## src/rtl/bdpl_pkg.sv

```systemverilog
// shared types and constants of the button debounce / press length block
// no dependencies
package bdpl_pkg;

    localparam int unsigned TICK_W      = 16;
    localparam int unsigned CFG_INDEX_W = 2;
    localparam int unsigned CFG_DATA_W  = 16;

    localparam logic [TICK_W-1:0] DEBOUNCE_TICKS_RST   = 16'd50;
    localparam logic [TICK_W-1:0] LONG_PRESS_TICKS_RST = 16'd1000;

    // configuration register indexes
    localparam logic [CFG_INDEX_W-1:0] REG_DEBOUNCE_TICKS   = 2'd0;
    localparam logic [CFG_INDEX_W-1:0] REG_LONG_PRESS_TICKS = 2'd1;

    // debounce phase, one-hot
    typedef enum logic [4:0] {
        PH_INIT         = 5'b00001,
        PH_LOW_STABLE   = 5'b00010,
        PH_LOW_TESTING  = 5'b00100,
        PH_HIGH_STABLE  = 5'b01000,
        PH_HIGH_TESTING = 5'b10000
    } phase_t;

endpackage

```

## src/rtl/button_debounce_press_length_core.sv

```systemverilog
// button debouncer with short / long press detection, top level
// depends on bdpl_pkg
//
//  channel  | direction | handshake          | payload
//  ---------+-----------+--------------------+------------------------------------------
//  in       | sink      | in_valid/in_stall  | pin_level
//  out      | source    | out_valid/out_stall| short_press, long_press, stable_level,
//           |           |                    | settling
//  cfg      | sink      | cfg_we             | cfg_index, cfg_data
//
// one transfer in and one result out per clock while out is not stalled; an item passes
// through the input register, then the phase update feeding the result register
// the input register advances whenever the result register is empty or being taken,
// so a stall on out reaches in_stall only once both registers hold an item
// rst_n clears all control state; debounce_ticks resets to 50, long_press_ticks to 1000
// stable_level reads 1 until the first settle
module button_debounce_press_length_core
(
    input  logic                                clk,
    input  logic                                rst_n,
    // input channel
    input  logic                                in_valid,
    output logic                                in_stall,
    input  logic                                pin_level,
    // output channel
    output logic                                out_valid,
    input  logic                                out_stall,
    output logic                                short_press,
    output logic                                long_press,
    output logic                                stable_level,
    output logic                                settling,
    // configuration
    input  logic                                cfg_we,
    input  logic [bdpl_pkg::CFG_INDEX_W-1:0]    cfg_index,
    input  logic [bdpl_pkg::CFG_DATA_W-1:0]     cfg_data
);

    // configuration registers
    logic [bdpl_pkg::TICK_W-1:0] debounce_ticks_reg;
    logic [bdpl_pkg::TICK_W-1:0] long_press_ticks_reg;

    // input stage
    logic s1_valid_reg;
    logic pin_reg;
    logic in_accept;
    logic s1_adv;

    // debounce state
    bdpl_pkg::phase_t            phase_reg,       phase_next;
    logic                        previous_pin_reg;
    logic                        armed_reg,       armed_next;
    logic [bdpl_pkg::TICK_W-1:0] countdown_reg,   countdown_next;
    logic [bdpl_pkg::TICK_W-1:0] tick_now_reg;
    logic [bdpl_pkg::TICK_W-1:0] press_start_reg, press_start_next;
    logic                        level_reg,       level_next;

    // press length against threshold
    logic [bdpl_pkg::TICK_W-1:0] press_len;
    logic                        is_long;
    logic                        want_high;

    // result stage
    logic out_valid_reg;
    logic short_reg, short_next;
    logic long_reg,  long_next;
    logic stable_reg;
    logic settling_reg, settling_next;

    assign in_accept = in_valid && !in_stall;
    // input register moves on when the result register is free or draining
    assign s1_adv    = s1_valid_reg && (!out_valid_reg || !out_stall);
    assign in_stall  = s1_valid_reg && out_valid_reg && out_stall;

    // configuration writes, unused indexes ignored
    always_ff @(posedge clk or negedge rst_n)
    begin
        if (!rst_n)
        begin
            debounce_ticks_reg   <= bdpl_pkg::DEBOUNCE_TICKS_RST;
            long_press_ticks_reg <= bdpl_pkg::LONG_PRESS_TICKS_RST;
        end
        else if (cfg_we)
        begin
            case (cfg_index)
                bdpl_pkg::REG_DEBOUNCE_TICKS:   debounce_ticks_reg   <= cfg_data;
                bdpl_pkg::REG_LONG_PRESS_TICKS: long_press_ticks_reg <= cfg_data;
                default: ;
            endcase
        end
    end

    // input register
    always_ff @(posedge clk or negedge rst_n)
    begin
        if (!rst_n)
        begin
            s1_valid_reg <= 1'b0;
        end
        else if (in_accept)
        begin
            s1_valid_reg <= 1'b1;
        end
        else if (s1_adv)
        begin
            s1_valid_reg <= 1'b0;
        end
    end

    always_ff @(posedge clk)
    begin
        if (in_accept)
        begin
            pin_reg <= pin_level;
        end
    end

    // modulo 2^16 press length and threshold compare
    assign press_len = tick_now_reg - press_start_reg;
    assign is_long   = !(press_len < long_press_ticks_reg);
    assign want_high = (phase_reg == bdpl_pkg::PH_HIGH_TESTING);

    // phase update for one tick
    always_comb
    begin
        phase_next       = phase_reg;
        armed_next       = armed_reg;
        countdown_next   = countdown_reg;
        press_start_next = press_start_reg;
        level_next       = level_reg;
        short_next       = 1'b0;
        long_next        = 1'b0;

        case (phase_reg)
            bdpl_pkg::PH_INIT:
            begin
                // first sample: test toward whatever level it shows
                phase_next     = pin_reg ? bdpl_pkg::PH_HIGH_TESTING
                                         : bdpl_pkg::PH_LOW_TESTING;
                countdown_next = debounce_ticks_reg;
            end
            bdpl_pkg::PH_LOW_STABLE:
            begin
                // rising edge only; a falling edge here is ignored
                if (pin_reg && !previous_pin_reg)
                begin
                    phase_next     = bdpl_pkg::PH_HIGH_TESTING;
                    countdown_next = debounce_ticks_reg;
                end
            end
            bdpl_pkg::PH_HIGH_STABLE:
            begin
                if (!pin_reg && previous_pin_reg)
                begin
                    phase_next     = bdpl_pkg::PH_LOW_TESTING;
                    countdown_next = debounce_ticks_reg;
                end
            end
            bdpl_pkg::PH_LOW_TESTING, bdpl_pkg::PH_HIGH_TESTING:
            begin
                if (countdown_reg > 16'd1)
                begin
                    countdown_next = countdown_reg - 16'd1;
                end
                else
                begin
                    // settle: the pin level now decides, a zero count acts as one
                    countdown_next = '0;
                    level_next     = pin_reg;
                    if (!pin_reg)
                    begin
                        phase_next = bdpl_pkg::PH_LOW_STABLE;
                        // press start only when the low test really ended low
                        if (!want_high)
                        begin
                            if (armed_reg)
                            begin
                                press_start_next = tick_now_reg;
                            end
                            else
                            begin
                                armed_next = 1'b1;
                            end
                        end
                    end
                    else
                    begin
                        phase_next = bdpl_pkg::PH_HIGH_STABLE;
                        // release measured only when the high test ended high
                        if (want_high)
                        begin
                            if (armed_reg)
                            begin
                                short_next = !is_long;
                                long_next  = is_long;
                            end
                            else
                            begin
                                armed_next = 1'b1;
                            end
                        end
                    end
                end
            end
            default:
            begin
                phase_next = bdpl_pkg::PH_INIT;
            end
        endcase

        settling_next = (phase_next inside {bdpl_pkg::PH_LOW_TESTING,
                                            bdpl_pkg::PH_HIGH_TESTING});
    end

    // debounce state, one tick per transfer
    always_ff @(posedge clk or negedge rst_n)
    begin
        if (!rst_n)
        begin
            phase_reg        <= bdpl_pkg::PH_INIT;
            previous_pin_reg <= 1'b0;
            armed_reg        <= 1'b0;
            countdown_reg    <= '0;
            tick_now_reg     <= '0;
            press_start_reg  <= '0;
            level_reg        <= 1'b1;
        end
        else if (s1_adv)
        begin
            phase_reg        <= phase_next;
            previous_pin_reg <= pin_reg;
            armed_reg        <= armed_next;
            countdown_reg    <= countdown_next;
            tick_now_reg     <= tick_now_reg + 16'd1;
            press_start_reg  <= press_start_next;
            level_reg        <= level_next;
        end
    end

    // result register
    always_ff @(posedge clk or negedge rst_n)
    begin
        if (!rst_n)
        begin
            out_valid_reg <= 1'b0;
        end
        else if (s1_adv)
        begin
            out_valid_reg <= 1'b1;
        end
        else if (!out_stall)
        begin
            out_valid_reg <= 1'b0;
        end
    end

    always_ff @(posedge clk)
    begin
        if (s1_adv)
        begin
            short_reg    <= short_next;
            long_reg     <= long_next;
            stable_reg   <= level_next;
            settling_reg <= settling_next;
        end
    end

    assign out_valid    = out_valid_reg;
    assign short_press  = short_reg;
    assign long_press   = long_reg;
    assign stable_level = stable_reg;
    assign settling     = settling_reg;

endmodule

```

## config.mk

```make
export PLATFORM = sky130hd
export DESIGN_NAME = button_debounce_press_length_core
export DESIGN_NICKNAME = d
export VERILOG_FILES = /design/src/rtl/bdpl_pkg.sv /design/src/rtl/button_debounce_press_length_core.sv
export SDC_FILE = /design/constraint.sdc
export NUM_CORES = 1
export LEC_CHECK = 0
export BUFFER_PORTS_ARGS = -buffer_cell sky130_fd_sc_hd__clkbuf_2
export CAP_MARGIN = 25
export CORE_UTILIZATION = 56
export CTS_CLUSTER_SIZE = 14
export DETAILED_ROUTE_END_ITERATION = 8
export GPL_TIMING_DRIVEN = 0
export MAX_ROUTING_LAYER = met4
export PLACE_DENSITY = 0.83
export SKIP_CTS_REPAIR_TIMING = 1
export SLEW_MARGIN = 20
export SYNTH_ARGS = -nofsm -noshare
export SYNTH_HDL_FRONTEND = slang
export SYNTH_SLANG_ARGS = --single-unit
```

## constraint.sdc

```tcl
create_clock -name clk -period 3.3 [get_ports clk]
set_input_delay 0 -clock clk [delete_from_list [all_inputs] [get_ports clk]]
set_output_delay 0 -clock clk [all_outputs]
set_load 0.005 [all_outputs]
```

==> impl_results.md, run 1 <==
- FP Rows: 35
- Critical Path RT: 3.42 ns
- Vias: 4236
- Register area share after synthesis: 44.32%
- Cell repeated most along the worst path: o31ai_2
- First-pass GRT wire length: 19700 um
- Reg-to-reg slack, setup: -0.13 ns
- Total negative slack: -0.1280 ns
- Mapped Nets: 574
- Mapped Cells: 516
- Worst min-delay path category: input pin to flop
- Gpl congestion: 0.8810
- Fillers: 676
- Initial DRC count: 347
- Fmax: 0.2917 GHz
- Critical path type: flop to flop
- Die area: 10130 um^2
- Initial Util: 58.44%
- Period utilisation layout: 103.9%
- Tot GR Track Use: 25.77%
- Failing checks: negative setup slack
- Final Slew Violations: 0
- Post-Route WL: 12200 um
- EDFF count, synth: 5
- Peak supply drop: 0.3929 mV
- Share of layout cells above drive strength 1: 23.47%
- Initial antenna violation count: 0
- Endpoint class of the critical path: flop
- Clk_lat worst skew: 0.38 ns
- Number of I/O port buffers: 29
- Power Density: 756.2 nW/um^2
- Clock Skews: 0.01878 ns
- Synth top area share: 36.26%
- Setup violators final: 1
- Worst Setup Start Kind: flop
- Average size of a mapped cell: 10.56 um^2
- RR Endpoint: long_press
- Hold_ws: 0.1406 ns
- Unrepaired setup endpoints after global routing: yes
- Final min period: 3.428 ns
- Core Footprint: 9328 um^2
- Critical Path Fanout Max: 4
- Relative slew slack: 39.29%
- Final #Nets: 641
- CTS buffer count: 9
- TritonCTS Sinks: 95
- Syn. warnings: 0
- Vias/cell: 5.908
- Critical Path Sink: long_press
- Yosys cell types: 58
- Post-DP HPWL: 8037 um
- Worst Setup SP: tick_now_reg[0]
- DR WL/cell: 17.02 um
- Residual DRC: 0
- H-tree depth: 3
- Vias in the first global route: 4149
- Post-synthesis async set-or-reset flop share: 94.74%
- GR Overflow Total: 0
- Largest net degree at the start of global routing: 91
- X dimension of the die: 100.7 um
- Seq cells post-synth: 95
- IO Pins: 30
- Setup slack after placement: -0.4271 ns
- Cell Area, Placed: 5767 um^2
- Diode count: 0
- Final Hold Viols: 0
- Area growth syn-to-layout: 15.77%
- Design Area, Final: 6311 um^2
- Critical-path top delay cell: dfrtp_1
- Most used flip-flop cell after synthesis: dfrtp_1
- Slew @ Worst Pin: 0.9087 ns
- Storage element area: 2416 um^2
- Pre-Repair DR Iteration Count: 5
- WP data arrival: 3.55 ns
- Worst stage delay on the critical path: 0.38 ns
- Leak Pwr: 2.910 nW
- RR Startpoint: tick_now_reg[0]
- Final worst slack: -0.1280 ns
- TritonCTS clock tree: built
- R2R cell count: 15
- Most frequent cells in the layout: dfrtp_1, inv_1, mux2_2
- Status: finished, violations left
- Clock Pin Slew Worst Setup and Hold Paths: 0.09 ns
- Max-cap violations: 0
- Footprint of the multi-input gates: 2874 um^2
- Commonest non-fill, non-tap cell in the layout: dfrtp_1
- Largest area contributor in the synthesized netlist: dfrtp_1
- CP cell instances: inv_2 -> ha_4 -> fa_2 -> nor2b_2 -> o31a_1 -> nor4_2 -> o31ai_2 -> a21oi_1 -> xnor2_1 -> ha_1 -> a21o_1 -> a211oi_2 -> o31ai_2 -> a41o_1 -> nor2b_1
- Chip height: 100.7 um
- Antenna-violating nets left: 0
- Root Buffer: clkbuf_8
- Power Total: 0.004773 W
- Max Buffers Root-to-Sink: 2
- Ranking of synthesized cells by area: dfrtp_1, mux2_2, ha_1, dfstp_2, xnor2_1
- Synth Cell Area: 5451 um^2
[cell type report]
class | count | share of cell area, %
Buffer | 18 | 1.566
Sequential cell | 95 | 38.28
Clock inverter | 5 | 0.8921
Tap cell | 129 | 2.557
Clock buffer | 11 | 2.240
Timing Repair Buffer | 56 | 6.483
Multi-Input combinational cell | 362 | 45.54
Inverter | 41 | 2.439
[worst max-delay path, delay by kind of cell, from the launching register on]
| family | cells | cell delay, ns |
|---|---|---|
| compound gates | 7 | 1.40 |
| fa+ha+maj | 3 | 0.84 |
| flops | 1 | 0.38 |
| simple gates | 3 | 0.35 |
| xor+xnor | 1 | 0.14 |
| buf+inv | 1 | 0.07 |
[routing by layer]
| layer | global-route usage (%) | vias to the layer above | part of all wire [%] |
|---|---|---|---|
| met4 | 9.365 | 0 | 1.7 |
| met5 | - | - | 0 |
| met2 | 40.94 | 136 | 50 |
| met1 | 32.85 | 2089 | 43 |
| li1 | - | 1990 | - |
| met3 | 5.270 | 21 | 5.1 |
[per-stage QoR]
stage,std cells,utilization (%)
2_1_floorplan,516,-
3_3_place_gp,674,61.73
3_5_place_dp,674,61.82
4_1_cts,690,63.94
5_1_grt,717,67.66
6_report,717,67.66
[cells by family (layout without fill, tap and decap cells)]
group	after synthesis	count (layout)	synth area share, %
muxes	50	50	10.90
buffers and inverters	59	131	4.636
DFF	95	95	44.32
xor gates and xnor gates	30	30	4.820
and+or+nand+nor	140	140	13.31
AOI/OAI and AO/OA	108	108	14.07
adders and majority gates	34	34	7.941
[synth_stat cells (all sizes together) (6+ instances only)]
library cell   n
a21o           9
a21oi          9
a22o          16
clkbuf        15
dfrtp         79
dfstp         11
ha            33
inv           41
mux2          48
nand2         34
nand2b         9
nand3         15
nor2          32
nor2b          7
nor3          11
o21a           7
o21ai         27
o31ai          7
xnor2         24
xor2           6
[worst min-delay path by stage]
stage,startpoint,to,slack [ns],depth (start not counted)
3_3_place_gp,pin_level,pin_reg,0.18,1
4_1_cts,rst_n,tick_now_reg[14],-0.31,1
5_1_grt,cfg_index[1],debounce_ticks_reg[10],0.13,3
2_1_floorplan,rst_n,armed_reg,-0.30,0
6_report,cfg_index[1],debounce_ticks_reg[11],0.14,3
3_5_place_dp,rst_n,tick_now_reg[15],0.11,1
[report_power, final]
| group | switching [W] | internal, W |
|---|---|---|
| Combinational | 0.00122 | 0.00111 |
| Clock | 0.000414 | 0.000370 |
| Sequential | 0.000230 | 0.00143 |
| Total | 0.00187 | 0.00291 |
(Power assumes the default switching activity.)
==> inputs of run 2 (changes only) <==
--- a/config.mk
+++ b/config.mk
@@ -13,6 +13,7 @@
 export GPL_TIMING_DRIVEN = 0
 export MAX_ROUTING_LAYER = met4
 export PLACE_DENSITY = 0.83
+export RECOVER_POWER = 25
 export SKIP_CTS_REPAIR_TIMING = 1
 export SLEW_MARGIN = 20
 export SYNTH_ARGS = -nofsm -noshare
==> constraint.sdc (replaced) <==
create_clock -name clk -period 3.3 [get_ports clk]
set_input_delay 0 -clock clk [delete_from_list [all_inputs] [get_ports clk]]
set_output_delay 0 -clock clk [all_outputs]
set_load 0.02 [all_outputs]
==> run 2 against run 1 <==
Against the previous run: clock power about the same; the flow finishes with violations (max-capacitance violations, max-slew violations, negative setup slack); via count shrank 0.12%; critical endpoint unchanged; non-clock buffer count unchanged; die area stayed put; clock skew barely moved.
==> impl_results.md, run 2 (same netlist as run 1, synthesis figures left out) <==
- Unrepaired setup endpoints after global routing: yes
- Number of I/O port buffers: 29 (unchanged)
- Final min period: 3.425 ns (-0.002594 ns)
- R2R cell count: 15 (unchanged)
- Peak supply drop: 0.3929 mV (about the same)
- Fillers: 679 (+0.44%)
- Worst Hold Depth: 3 (unchanged)
- Switching share of total power: 39.21% (+0.12 points)
- Setup violators final: 1 (unchanged)
- IO Pins: 30 (unchanged)
- Post-DP HPWL: 8037 um (unchanged)
- Power Density: 758.5 nW/um^2 (+0.30%)
- Worst min-delay path category: input pin to flop
- Clock Skews: 0.01858 ns (-0.0002057 ns)
- Tot GR Track Use: 25.77% (unchanged)
- Commonest non-fill, non-tap cell in the layout: dfrtp_1
- Slew @ Worst Pin: 2.206 ns (+1.297 ns)
- Largest net degree at the start of global routing: 91 (unchanged)
- Vias in the first global route: 4149 (unchanged)
- Pre-Repair DR Iteration Count: 5 (unchanged)
- Initial DRC count: 347 (unchanged)
- Period utilisation layout: 103.8% (about the same)
- Die area: 10130 um^2 (unchanged)
- Residual DRC: 0 (unchanged)
- Endpoint class of the critical path: flop
- Critical Path RT: 3.42 ns (about the same)
- Final #Nets: 641 (unchanged)
- GR Overflow Total: 0 (unchanged)
- Design Area, Final: 6302 um^2 (-0.14%)
- Worst Setup SP: tick_now_reg[0]
- Gpl congestion: 0.8810 (unchanged)
- Vias/cell: 5.901 (-0.12%)
- Chip height: 100.7 um (unchanged)
- Leak Pwr: 2.907 nW (-0.10%)
- Critical path type: flop to flop
- First-pass GRT wire length: 19700 um (unchanged)
- Relative slew slack: -47.04% (-86 points)
- Final Slew Violations: 91 (+91)
- Worst Setup Start Kind: flop
- RR Startpoint: tick_now_reg[0]
- Logic pwr share: 48.9% (about the same)
- DR WL/cell: 16.99 um (-0.14%)
- Max Buffers Root-to-Sink: 2 (unchanged)
- Final Core Density: 67.57% (-0.094 points)
- Hold_ws: 0.1407 ns (+0.0001020 ns)
- Int Pwr: 0.002906 W (about the same)
- Final worst slack: -0.1254 ns (+0.002594 ns)
- Antenna-violating nets left: 0 (unchanged)
- Clk_lat worst skew: 0.38 ns (about the same)
- H-tree depth: 3 (unchanged)
- FP Rows: 35 (unchanged)
- Clock Pin Slew Worst Setup and Hold Paths: 0.09 ns (about the same)
- Reg power frac: 34.7% (about the same)
- Vias: 4231 (-0.12%)
- Sw Pwr: 0.001874 W (+0.46%)
- Post-Route WL: 12180 um (-0.14%)
- Fmax: 0.2919 GHz (about the same)
- TritonCTS clock tree: built
- Critical Path Fanout Max: 4 (unchanged)
- Clock network power share: 16.4% (about the same)
- Share of layout cells above drive strength 1: 23.47% (unchanged)
- CTS buffer count: 9 (unchanged)
- Placed cell count: 674 (unchanged)
- Most frequent cells in the layout: dfrtp_1, inv_1, mux2_2
- Max-cap violations: 1 (+1)
- Hold path startpoint: cfg_index[1]
- Initial antenna violation count: 0 (unchanged)
- Area growth syn-to-layout: 15.61%
- Initial Util: 58.44% (unchanged)
- Status: finished, violations left
- Cell Area, Placed: 5767 um^2 (unchanged)
- Failing checks: max-capacitance violations, max-slew violations, negative setup slack
- WP data arrival: 3.55 ns (about the same)
- Core Footprint: 9328 um^2 (unchanged)
- Diode count: 0 (unchanged)
- X dimension of the die: 100.7 um (unchanged)
- TritonCTS Sinks: 95 (unchanged)
- Root Buffer: clkbuf_8
- Final Non-Filler Cells: 717 (unchanged)
- Final Hold Viols: 0 (unchanged)
==> run 2: cell counts in the layout (fill, tap and decap cells not counted) <==
No cell type changed its count.
==> run 2: worst paths after layout <==
check | to | slack, ns
worst min register to register | out_valid | 0.50
min in group asynchronous | tick_now_reg[13] | 0.80
max in group asynchronous | press_start_reg[4] | 1.18
worst max register to register | long_press | -0.13
worst min-delay path | debounce_ticks_reg[11] | 0.14
worst max-delay path | long_press | -0.13
==> run 2: power by group through the flow <==
stage / combinational (W) / sequential (W) / clock (W)
after floorplan: 0.00157 / 0.00162 / 0
after global placement: 0.00189 / 0.00165 / 0
after detailed placement: 0.00199 / 0.00167 / 0
after CTS: 0.00202 / 0.00165 / 0.000802
after global routing: 0.00260 / 0.00169 / 0.000846
final: 0.00234 / 0.00166 / 0.000784
==> run 2: layout make-up <==
cell class / count / area [um^2] / share of cell area, %
Clock inverter: 5 / 56.30 / 0.8934
Multi-Input combinational cell: 362 / 2874 / 45.60
Timing Repair Buffer: 56 / 400.4 / 6.353
Tap cell: 129 / 161.4 / 2.561
Clock buffer: 11 / 141.4 / 2.243
Buffer: 18 / 98.84 / 1.568
Sequential cell: 95 / 2416 / 38.34
Inverter: 41 / 153.9 / 2.442
==> run 2: metrics by stage <==
stage	setup WS (ns)	setup TNS [ns]	total power [W]
2_1_floorplan	0.005820	0	0.003189
3_3_place_gp	-0.3250	-0.5025	0.003546
3_5_place_dp	-0.4271	-0.7119	0.003662
4_1_cts	-0.4511	-0.7689	0.004468
5_1_grt	-0.2498	-0.4093	0.005136
6_report	-0.1254	-0.1254	0.004781
==> run 2: critical path: stages, from the launching register on <==
cell and delay, ns:
dfrtp_1 0.38, inv_2 0.07, ha_4 0.16, fa_2 0.38, nor2b_2 0.14, o31a_1 0.25, nor4_2 0.07, o31ai_2 0.27
a21oi_1 0.13, xnor2_1 0.14, ha_1 0.30, a21o_1 0.18, a211oi_2 0.21, o31ai_2 0.09, a41o_1 0.26, nor2b_1 0.14
==> run 2: routing by layer <==
metal	track usage, %	up-vias	routed length, um
li1	-	1991	-
met1	32.85	2087	5248
met2	40.94	132	6116
met3	5.270	21	606
met4	9.365	0	211
met5	-	-	0
